===== config.mk =====
export PLATFORM = sky130hd
export DESIGN_NAME = reload_down_counter_timer_flat
export DESIGN_NICKNAME = d
export VERILOG_FILES = /design/src/rdct_pkg.sv /design/src/rdct_if.sv /design/src/reload_down_counter_timer.sv /design/src/flat_wrapper.sv
export SDC_FILE = /design/constraint.sdc
export NUM_CORES = 1
export LEC_CHECK = 0
export ABC_AREA = 1
export BUFFER_PORTS_ARGS = -buffer_cell sky130_fd_sc_hd__buf_2
export CAP_MARGIN = 0
export CORE_MARGIN = 10
export CORE_UTILIZATION = 33
export DETAILED_ROUTE_END_ITERATION = 8
export PLACE_DENSITY_LB_ADDON = 0.2
export RECOVER_POWER = 25
export SETUP_SLACK_MARGIN = 0.4
export SYNTH_ARGS = -nofsm -noshare
export SYNTH_HDL_FRONTEND = slang
export SYNTH_SLANG_ARGS = --single-unit

===== constraint.sdc =====
create_clock -name clk -period 4.1 [get_ports clk]
set_clock_uncertainty 0.2 [all_clocks]
set_input_delay 0.82 -clock clk [delete_from_list [all_inputs] [get_ports clk]]
set_output_delay 0.82 -clock clk [all_outputs]
set_load 0.005 [all_outputs]

===== src/rdct_pkg.sv =====
// Package for the reload down-counter timer: request kinds, register
// indexes, control bit positions and parameter defaults.
// No dependencies.
package rdct_pkg;

  localparam int COUNT_BITS_DEF    = 32;
  localparam int PRESCALE_BITS_DEF = 12;

  localparam int KIND_W = 2;
  localparam int IDX_W  = 3;
  localparam int DATA_W = 32;

  typedef enum logic [KIND_W-1:0] {
    KIND_TICK  = 2'd0,
    KIND_READ  = 2'd1,
    KIND_WRITE = 2'd2,
    KIND_NOP   = 2'd3
  } kind_t;

  typedef enum logic [IDX_W-1:0] {
    REG_CTRL    = 3'd0,
    REG_STATUS  = 3'd1,
    REG_LOAD    = 3'd2,
    REG_COMPARE = 3'd3,
    REG_COUNT   = 3'd4,
    REG_RSVD5   = 3'd5,
    REG_RSVD6   = 3'd6,
    REG_RSVD7   = 3'd7
  } reg_idx_t;

  localparam int CTL_EN        = 0;
  localparam int CTL_LOAD_ON_EN = 1;
  localparam int CTL_CMP_IE    = 2;
  localparam int CTL_RELOAD    = 3;
  localparam int CTL_PRE_SHIFT = 4;
  localparam int CTL_OVERWRITE = 17;
  localparam int STS_MATCH     = 0;

endpackage


===== src/rdct_if.sv =====
// Valid/ready channel interfaces for timer requests and results.
// Depends on rdct_pkg for field widths.
interface rdct_in_if;
  logic                       valid;
  logic                       ready;
  logic [rdct_pkg::KIND_W-1:0] kind;
  logic [rdct_pkg::IDX_W-1:0]  reg_index;
  logic [rdct_pkg::DATA_W-1:0] write_data;

  modport source (output valid, kind, reg_index, write_data, input ready);
  modport sink   (input valid, kind, reg_index, write_data, output ready);
  modport monitor (input valid, ready, kind, reg_index, write_data);
endinterface

interface rdct_out_if;
  logic                       valid;
  logic                       ready;
  logic [rdct_pkg::DATA_W-1:0] read_data;
  logic                       compare_flag;
  logic                       irq;

  modport source (output valid, read_data, compare_flag, irq, input ready);
  modport sink   (input valid, read_data, compare_flag, irq, output ready);
  modport monitor (input valid, ready, read_data, compare_flag, irq);
endinterface


===== src/reload_down_counter_timer.sv =====
// Reload down-counter timer: register file, prescaler and counter.
// Depends on rdct_pkg and the channel interfaces in rdct_if.sv.
//
// Each request (tick, register read or register write) is taken into an
// input register, applied to the timer state in one pass of logic and
// answered through a result register. One request is accepted every clock
// cycle unless a stalled result holds it up; each result is presented once
// its request has passed the input and result registers. While a result
// waits at the output, one further request is still taken into the input
// register. The counter steps once every prescaler+1 enabled ticks and a
// step that lands on the compare value sets the status match flag.
module reload_down_counter_timer #(
  parameter int COUNT_BITS    = rdct_pkg::COUNT_BITS_DEF,
  parameter int PRESCALE_BITS = rdct_pkg::PRESCALE_BITS_DEF
) (
  input  logic              clk,
  input  logic              rst_n,
  rdct_in_if.sink           in_ch,
  rdct_out_if.source        out_ch
);

  logic                          s1_valid_r;
  logic [rdct_pkg::KIND_W-1:0]   s1_kind_r;
  logic [rdct_pkg::IDX_W-1:0]    s1_idx_r;
  logic [rdct_pkg::DATA_W-1:0]   s1_wdata_r;
  logic                          adv;

  logic [rdct_pkg::DATA_W-1:0]   ctl_r,   ctl_nxt;
  logic                          flag_r,  flag_nxt;
  logic [COUNT_BITS-1:0]         load_r,  load_nxt;
  logic [COUNT_BITS-1:0]         cmp_r,   cmp_nxt;
  logic [COUNT_BITS-1:0]         cnt_r,   cnt_nxt;
  logic [PRESCALE_BITS-1:0]      pre_r,   pre_nxt;

  logic                          out_valid_r;
  logic [rdct_pkg::DATA_W-1:0]   rdata_r, rdata_nxt;
  logic                          oflag_r;
  logic                          irq_r;

  logic [PRESCALE_BITS-1:0]      divider;
  logic [COUNT_BITS-1:0]         step_val;
  logic [COUNT_BITS-1:0]         wdata_cnt;
  logic [COUNT_BITS-1:0]         start_old;
  logic [COUNT_BITS-1:0]         start_new;

  assign adv         = s1_valid_r && (!out_valid_r || out_ch.ready);
  assign in_ch.ready = !s1_valid_r || adv;

  always_ff @(posedge clk) begin
    if (!rst_n) begin
      s1_valid_r <= 1'b0;
    end else if (in_ch.ready) begin
      s1_valid_r <= in_ch.valid;
    end
  end

  always_ff @(posedge clk) begin
    if (in_ch.ready && in_ch.valid) begin
      s1_kind_r  <= in_ch.kind;
      s1_idx_r   <= in_ch.reg_index;
      s1_wdata_r <= in_ch.write_data;
    end
  end

  assign divider   = ctl_r[rdct_pkg::CTL_PRE_SHIFT +: PRESCALE_BITS];
  assign start_old = ctl_r[rdct_pkg::CTL_RELOAD] ? load_r : {COUNT_BITS{1'b1}};
  assign start_new = s1_wdata_r[rdct_pkg::CTL_RELOAD] ? load_r : {COUNT_BITS{1'b1}};
  assign step_val  = (cnt_r == '0) ? start_old : cnt_r - COUNT_BITS'(1);
  assign wdata_cnt = COUNT_BITS'(s1_wdata_r);

  always_comb begin
    ctl_nxt   = ctl_r;
    flag_nxt  = flag_r;
    load_nxt  = load_r;
    cmp_nxt   = cmp_r;
    cnt_nxt   = cnt_r;
    pre_nxt   = pre_r;
    rdata_nxt = '0;
    case (rdct_pkg::kind_t'(s1_kind_r))
      rdct_pkg::KIND_TICK: begin
        if (ctl_r[rdct_pkg::CTL_EN]) begin
          if (pre_r != divider) begin
            pre_nxt = pre_r + PRESCALE_BITS'(1);
          end else begin
            pre_nxt = '0;
            cnt_nxt = step_val;
            if (step_val == cmp_r) flag_nxt = 1'b1;
          end
        end
      end
      rdct_pkg::KIND_READ: begin
        unique case (rdct_pkg::reg_idx_t'(s1_idx_r))
          rdct_pkg::REG_CTRL:    rdata_nxt = ctl_r;
          rdct_pkg::REG_STATUS:  rdata_nxt = rdct_pkg::DATA_W'(flag_r);
          rdct_pkg::REG_LOAD:    rdata_nxt = rdct_pkg::DATA_W'(load_r);
          rdct_pkg::REG_COMPARE: rdata_nxt = rdct_pkg::DATA_W'(cmp_r);
          rdct_pkg::REG_COUNT:   rdata_nxt = rdct_pkg::DATA_W'(cnt_r);
          default:               rdata_nxt = '0;
        endcase
      end
      rdct_pkg::KIND_WRITE: begin
        unique case (rdct_pkg::reg_idx_t'(s1_idx_r))
          rdct_pkg::REG_CTRL: begin
            ctl_nxt = s1_wdata_r;
            if (!ctl_r[rdct_pkg::CTL_EN] && s1_wdata_r[rdct_pkg::CTL_EN]) begin
              pre_nxt = '0;
              if (s1_wdata_r[rdct_pkg::CTL_LOAD_ON_EN]) cnt_nxt = start_new;
            end
          end
          rdct_pkg::REG_STATUS: begin
            if (s1_wdata_r[rdct_pkg::STS_MATCH]) flag_nxt = 1'b0;
          end
          rdct_pkg::REG_LOAD: begin
            load_nxt = wdata_cnt;
            if (ctl_r[rdct_pkg::CTL_OVERWRITE]) cnt_nxt = wdata_cnt;
          end
          rdct_pkg::REG_COMPARE: cmp_nxt = wdata_cnt;
          default: ;
        endcase
      end
      default: ;
    endcase
  end

  always_ff @(posedge clk) begin
    if (!rst_n) begin
      ctl_r  <= '0;
      flag_r <= 1'b0;
      load_r <= '1;
      cmp_r  <= '0;
      cnt_r  <= '1;
      pre_r  <= '0;
    end else if (adv) begin
      ctl_r  <= ctl_nxt;
      flag_r <= flag_nxt;
      load_r <= load_nxt;
      cmp_r  <= cmp_nxt;
      cnt_r  <= cnt_nxt;
      pre_r  <= pre_nxt;
    end
  end

  always_ff @(posedge clk) begin
    if (!rst_n) begin
      out_valid_r <= 1'b0;
    end else if (adv) begin
      out_valid_r <= 1'b1;
    end else if (out_ch.ready) begin
      out_valid_r <= 1'b0;
    end
  end

  always_ff @(posedge clk) begin
    if (adv) begin
      rdata_r <= rdata_nxt;
      oflag_r <= flag_nxt;
      irq_r   <= flag_nxt && ctl_nxt[rdct_pkg::CTL_CMP_IE] && ctl_nxt[rdct_pkg::CTL_EN];
    end
  end

  assign out_ch.valid        = out_valid_r;
  assign out_ch.read_data    = rdata_r;
  assign out_ch.compare_flag = oflag_r;
  assign out_ch.irq          = irq_r;

endmodule


===== src/flat_wrapper.sv =====
// flat-port wrapper written by rule: the top's interface ports become plain ports
module reload_down_counter_timer_flat 
#(
  parameter int COUNT_BITS    = rdct_pkg::COUNT_BITS_DEF,
  parameter int PRESCALE_BITS = rdct_pkg::PRESCALE_BITS_DEF
)
  (clk, rst_n, in_ch_valid, in_ch_kind, in_ch_reg_index, in_ch_write_data, in_ch_ready, out_ch_valid, out_ch_read_data, out_ch_compare_flag, out_ch_irq, out_ch_ready);
  rdct_in_if in_ch_i ();
  rdct_out_if out_ch_i ();
  input  logic clk;
  input  logic rst_n;
  input wire logic [$bits(in_ch_i.valid)-1:0] in_ch_valid;
  input wire logic [$bits(in_ch_i.kind)-1:0] in_ch_kind;
  input wire logic [$bits(in_ch_i.reg_index)-1:0] in_ch_reg_index;
  input wire logic [$bits(in_ch_i.write_data)-1:0] in_ch_write_data;
  output wire logic [$bits(in_ch_i.ready)-1:0] in_ch_ready;
  output wire logic [$bits(out_ch_i.valid)-1:0] out_ch_valid;
  output wire logic [$bits(out_ch_i.read_data)-1:0] out_ch_read_data;
  output wire logic [$bits(out_ch_i.compare_flag)-1:0] out_ch_compare_flag;
  output wire logic [$bits(out_ch_i.irq)-1:0] out_ch_irq;
  input wire logic [$bits(out_ch_i.ready)-1:0] out_ch_ready;
  assign in_ch_i.valid = in_ch_valid;
  assign in_ch_i.kind = in_ch_kind;
  assign in_ch_i.reg_index = in_ch_reg_index;
  assign in_ch_i.write_data = in_ch_write_data;
  assign in_ch_ready = in_ch_i.ready;
  assign out_ch_valid = out_ch_i.valid;
  assign out_ch_read_data = out_ch_i.read_data;
  assign out_ch_compare_flag = out_ch_i.compare_flag;
  assign out_ch_irq = out_ch_i.irq;
  assign out_ch_i.ready = out_ch_ready;
  reload_down_counter_timer #(.COUNT_BITS(COUNT_BITS), .PRESCALE_BITS(PRESCALE_BITS)) u_core (.clk(clk), .rst_n(rst_n), .in_ch(in_ch_i), .out_ch(out_ch_i));
endmodule

# --- After elaboration in Yosys (flattened, before gate mapping) ---
# Cells that the tools add are included.
totals:
  mem_bits_rw: 0
  register_bits: 214
  mem_count: 0
  latch_bits: 0
  in_bits: 41
  mem_bits_ro: 0
op_classes:
  n_reduce_logical: 20
  add_sub_neg: 2
  n_shift: 0
  n_mux: 26
  multipliers: 0
  n_eq_ne: 16
  n_lt_le_gt_ge: 0
  bitwise_logic: 0
  div: 0
ops:
  columns: ["operator", "n"]
  rows:
  - ["$mux W32", 8]
  - ["$pmux W32 S5", 1]
  - ["$pmux W32 S2", 2]
  - ["$mux W12", 4]
  - ["$eq A32 B32 Y1", 1]
  - ["$logic_not A32 Y1", 1]
  - ["$sub A32 B1 Y32 const B", 1]
  - ["$pmux W12 S2", 1]
  - ["$add A12 B1 Y12 const B", 1]
  - ["$ne A12 B12 Y1", 1]
  - ["$ne A3 B2 Y1 const B", 4]
  - ["$reduce_and A3 Y1", 3]
  - ["$reduce_and A8 Y1", 1]
  - ["$mux W1", 7]
  - ["$eq A3 B2 Y1 const B", 2]
  - ["$mux W3", 2]
  - ["$logic_and A1 B1 Y1", 5]
  - ["$reduce_and A5 Y1", 1]
  - ["$ne A2 B1 Y1 const B", 2]
  - ["$ne A2 B2 Y1 const B", 2]
  - ["$reduce_bool A2 Y1", 2]
  - ["$eq A3 B1 Y1 const B", 1]
  - ["$eq A3 B3 Y1 const B", 1]
  - ["$logic_not A1 Y1", 3]
  - ["other kinds (6)", 7]

# --- Depth between registers and ports, before layout ---
depth:
  depth_word: 9
  depth_mapped: 23
  depth_no_buf: 22

# --- Worst setup path after synthesis ---
# No wires, ideal clock.
synth_timing:
  kind: "input-to-reg"
  from: "in out_ch_ready"
  to: "reg u_core.pre_r[8]"
  path_slack_ns: 0.819
  path_stages: 13
  arrival_ns: 2.963
  n_path_buf: 0
  path_cell_list: "inv_1 > nand2_1 > nand2_1 > inv_1 > o211ai_1 > nor3_2 > inv_1 > nor2_1 > inv_1 > nor2_1 > nand2_1 > o21bai_1 > a21oi_1"
synth_between:
  elab_chain_len: 3
synth_lines:
  columns: ["element", "line", "rtl"]
  rows:
  - ["start, declared", "flat_wrapper.sv:21", "input wire logic [$bits(out_ch_i.ready)-1:0] out_ch_ready;"]
  - ["$logic_or A1 B1 Y1", "reload_down_counter_timer.sv:46", "assign adv = s1_valid_r && (!out_valid_r || out_ch.ready);"]
  - ["$logic_and A1 B1 Y1", "reload_down_counter_timer.sv:46", null]
  - ["via u_core.adv", "reload_down_counter_timer.sv:26", "logic adv;"]
  - ["$reduce_and A5 Y1 (no line)", null, null]
  - ["end signal, assigned", "reload_down_counter_timer.sv:139", "pre_r <= pre_nxt;"]
  - ["end, declared", "reload_down_counter_timer.sv:33", "logic [PRESCALE_BITS-1:0] pre_r, pre_nxt;"]
# The timed path passes the listed nets, and every way through them passes these cells.
# A chain may end at the register's enable or synchronous reset.

# --- Final worst setup path ---
layout_timing:
  from: "reg u_core.cnt_r[0]"
  to: "reg u_core.irq_r, in the netlist u_core.out_ch.irq (data pin)"
layout_between:
  elab_chain_len: 9
layout_lines:
  columns: ["element", "line", "rtl"]
  rows:
  - ["start, declared", "reload_down_counter_timer.sv:32", "logic [COUNT_BITS-1:0] cnt_r, cnt_nxt;"]
  - ["start signal, assigned", "reload_down_counter_timer.sv:138", "cnt_r <= cnt_nxt;"]
  - ["$sub A32 B1 Y32 or $logic_not A32 Y1 (tied branches)", "reload_down_counter_timer.sv:68", "assign step_val = (cnt_r == '0) ? start_old : cnt_r - COUNT_BITS'(1);"]
  - ["$mux W32 *", "reload_down_counter_timer.sv:68", null]
  - ["$eq A32 B32 Y1 *", "reload_down_counter_timer.sv:87", "if (step_val == cmp_r) flag_nxt = 1'b1;"]
  - ["$mux W1 *", "reload_down_counter_timer.sv:87", null]
  - ["$mux W1 *", "reload_down_counter_timer.sv:82", "if (pre_r != divider) begin"]
  - ["$mux W1 *", "reload_down_counter_timer.sv:81", "if (ctl_r[rdct_pkg::CTL_EN]) begin"]
  - ["$pmux W1 S2 *", "reload_down_counter_timer.sv:79", "case (rdct_pkg::kind_t'(s1_kind_r))"]
  - ["$logic_and A1 B1 Y1 * (2 in a row)", "reload_down_counter_timer.sv:157", "irq_r <= flag_nxt && ctl_nxt[rdct_pkg::CTL_CMP_IE] && ctl_nxt[rdct_pkg::CTL_EN];"]
  - ["end signal, assigned", "reload_down_counter_timer.sv:157", null]
  - ["end, declared", "reload_down_counter_timer.sv:38", "logic irq_r;"]
# Mark *: on every way between the ends. The rest lies on a longest branch, timed or not.

==> results.yml <==
status:
  outcome: "finished with violations"
  violations: "capacitance limit, slew limit"
clocking:
  postCtsHoldBufs: 0
  cts_root_buf: "clkbuf_16"
  cts_sinks: 214
  cts_setup_buffers: 0
  cts_tree: "done"
  cts-resized-gates: 0
  cts_buffers: 26
  clk_pin_slew_ns: 0.06
  htree_levels: 1
  clockBufferDepth: 3
  clkLatencyLatePin_ns: 0.53
floorplanning:
  initial_core_util_pct: 33.53
  die_w_um: 202.3
  row_count: 66
  dieArea_mm2: 0.04092
  io_pins: 77
  fp.coreArea_mm2: 0.03270
  fp.dieH_um: 202.3
critical_path:
  cp.buffers_inverters: 1
  crit_path_top_delay_cell: "nor2_4"
  cp_slowest_stage_delay_ns: 0.37
  startpoint_type: "register"
  r2r.worst_path.cells: 18
  cp.required_ns: 4.27
  startpoint: "u_core.cnt_r[0]"
  crit_path_end_kind: "register"
  cp_top_family: "simple AND/OR/NAND/NOR gates"
  worstPathArrival_ns: 3.47
  critical_path.endpoint: "u_core.out_ch.irq"
  r2r-start: "u_core.cnt_r[0]"
  cp_max_fo: 21
  rrSetupSlack_ns: 0.80
  cp_num_cells: 18
  crit_chain: "inv_1, ha_1, nand2_1, nor2_1, nand2_1, nor2_4, nand2_4, nor2_4, nand2_1, nand3_1, nand2_1, nor2_1, nand2_1, nor2_1, nand3_1, nand2_1, nand2_1, a22oi_1"
  crit_path_frequent_cell: "nand2_1"
  crit_type: "register to register"
  r2r_end: "u_core.out_ch.irq"
synth:
  synth.distinct_cells: 42
  synth.area.top_cells: "dfxtp_1 (26%), edfxtp_1 (19%), nand2_1 (11%)"
  syn_nets: 1511
  synth_top_area_share_pct: 26.11
  yosys.area.top_type: "dfxtp_1"
  synth-seq-area-share_pct: 45.55
  postSynthCellCount: 1467
  syn_area_mm2: 0.01097
  synth_area_per_cell_um2: 7.475
  ys_ff_latch: 214
  yosys_warnings: 0
placed_design:
  gp_congestion: 0.9119
  numPortBuffers: 76
  place_inst: 1929
  dp_hpwl_um: 26010
finish:
  areaGrowthSynthToFinish_pct: 14.78
  fillCellCount: 3451
  diodes: 0
  nNetsFinal: 1559
  fin_cells: 1977
  final_layout_size_suffix_gt1_share_pct: 10.88
sta:
  fmax_mhz: 303.3
  report.final.slew_viol_count: 38
  min_period_ns: 3.297
  tns_ns: 0
  finalCritPeriodShare_pct: 80.40
  maxSlewHeadroom_pct: -51.01
  finalHoldViolations: 0
  setup_viol: 0
  rsz0062_at_grt: "false"
  worst_slew_pin_slew_ns: 2.265
route:
  dr_total_vias: 10350
  drt-initial-drc-count: 825
  finalWirelength_um: 37510
  drc: 0
  antenna_left: 0
  drt-pass1-iter-count: 5
  wl_per_cell_um: 18.97
  avgViaCountPerCell: 5.236
grt:
  grt_remaining_overflow: 0
  first_global_vias: 9897
  grtUsageTotal_pct: 17.66
  antenna_found_initial: 0
  grt_pass1_wl_um: 58080
  grt_max_degree: 63
job:
  cap_violations: 1
hold_path:
  hp-class: "input pin to register"
power:
  power_density_mw_per_mm2: 389.0
  p_total_mw: 4.896
  peakVddDrop_uv: 289.7
  leakage_nw: 5.203
flip-flops by register name, indices dropped and copies added (netlist names):
| signal | count |
|---|---|
| u_core.out_ch.compare_flag | 1 |
| u_core.flag_r | 1 |
| u_core.s1_kind_r | 2 |
| u_core.load_r | 32 |
| u_core.s1_idx_r | 3 |
| u_core.ctl_r | 32 |
| u_core.out_ch.valid | 1 |
| u_core.cmp_r | 32 |
| u_core.pre_r | 12 |
| u_core.s1_valid_r | 1 |
| u_core.cnt_r | 32 |
| u_core.s1_wdata_r | 32 |
| u_core.out_ch.irq | 1 |
| u_core.out_ch.read_data | 32 |
worst register-to-register path: stages (launching register included):
cell     delay [ns]
dfxtp_1        0.31
inv_1          0.17
ha_1           0.24
nand2_1        0.07
nor2_1         0.11
nand2_1        0.09
nor2_4         0.13
nand2_4        0.20
nor2_4         0.38
nand2_1        0.14
nand3_1        0.11
nand2_1        0.06
nor2_1         0.09
nand2_1        0.12
nor2_1         0.25
nand3_1        0.17
nand2_1        0.09
nand2_1        0.08
a22oi_1        0.14
final cells by class:
cell class / count / area (um^2) / share of cell area, %
timing repair buffer: 94 / 513.0 / 4.076
inverter: 157 / 591.8 / 4.702
clock inverter: 9 / 97.59 / 0.7754
tap: 442 / 553.0 / 4.394
clock buffer: 39 / 740.7 / 5.885
multi-input combinational: 1022 / 5095 / 40.48
sequential: 214 / 4995 / 39.69
cell families (layout without fill, tap and decap cells):
family / count (synthesis) / count (layout) / share of synthesized area, %
AND/OR/NAND/NOR: 627 / 627 / 24.08
flip-flops: 214 / 214 / 45.55
XOR/XNOR: 18 / 18 / 1.438
AO/OA/AOI/OAI: 374 / 374 / 20.46
buffers and inverters: 231 / 299 / 8.136
adder cells (fa/ha/maj): 3 / 3 / 0.3423
layout by cell type, fill, tap and decap left out, types with 3 or more instances in the layout:
cell type / count
a211oi_1: 5
a21oi_1: 92
a221o_1: 7
a221oi_1: 32
a31oi_1: 8
buf_2: 74
buf_4: 18
clkbuf_1: 12
clkbuf_16: 27
clkinv_1: 8
dfxtp_1: 143
edfxtp_1: 71
ha_1: 3
inv_1: 143
inv_2: 8
nand2_1: 311
nand2_2: 6
nand2_4: 3
nand3_1: 87
nand4_1: 6
nor2_1: 185
nor2_2: 10
nor2_4: 6
nor3_1: 3
o211ai_1: 57
o21ai_0: 130
o21ai_1: 6
o22ai_1: 33
xnor2_1: 4
xor2_1: 14
how the worst min path moves through the flow:
stage	start	end	slack [ns]	depth (start not counted)
3_3_place_gp	u_core.cmp_r[21]	u_core.cmp_r[21]	0.27	2
6_report	in_ch_reg_index[1]	u_core.s1_idx_r[1]	0.26	1
4_1_cts	in_ch_write_data[22]	u_core.s1_wdata_r[22]	0.24	1
3_5_place_dp	u_core.cmp_r[21]	u_core.cmp_r[21]	0.28	2
5_1_grt	in_ch_write_data[25]	u_core.s1_wdata_r[25]	0.25	1
2_1_floorplan	u_core.ctl_r[17]	u_core.ctl_r[17]	0.24	2
per-stage QoR:
stage                     instance area [um^2]  hold WS, ns  worst slack (ns)  util [%]
final                                    12590       0.2639            0.8034     38.49
after global routing                     12590       0.2494            0.5838     38.49
after CTS                                12590       0.2417            0.8530     38.50
after detailed placement                 11750       0.2791            0.8554     35.94
after global placement                   11750       0.2718            0.8420     35.94
after floorplan                          10970       0.2442            0.8194         -
synthesized netlist by cell type (all sizes together):
master    n
a211oi    5
a21oi    92
a221o     7
a221oi   32
a22oi     1
a31oi     8
buf      14
clkbuf   60
clkinv    5
dfxtp   143
edfxtp   71
ha        3
inv     152
nand2   320
nand3    89
nand3b    1
nand4     6
nor2    202
nor3      6
nor3b     2
nor4      1
o211ai   57
o21a      1
o21ai   136
o21bai    1
o22ai    33
o31ai     1
xnor2     4
xor2     14
metal layers:
layer  global-route usage, %  share of wire (%)
met5                       0                  0
met4                   5.382                2.4
met3                   2.079                5.8
met2                   27.94                 45
met1                   24.63                 47
power by group:
part           total, mW  switching, mW  internal (mW)
registers           2.31         0.0526           2.25
clock network       2.26          0.895           1.37
logic              0.327          0.228         0.0989
(Power assumes the default switching activity.)
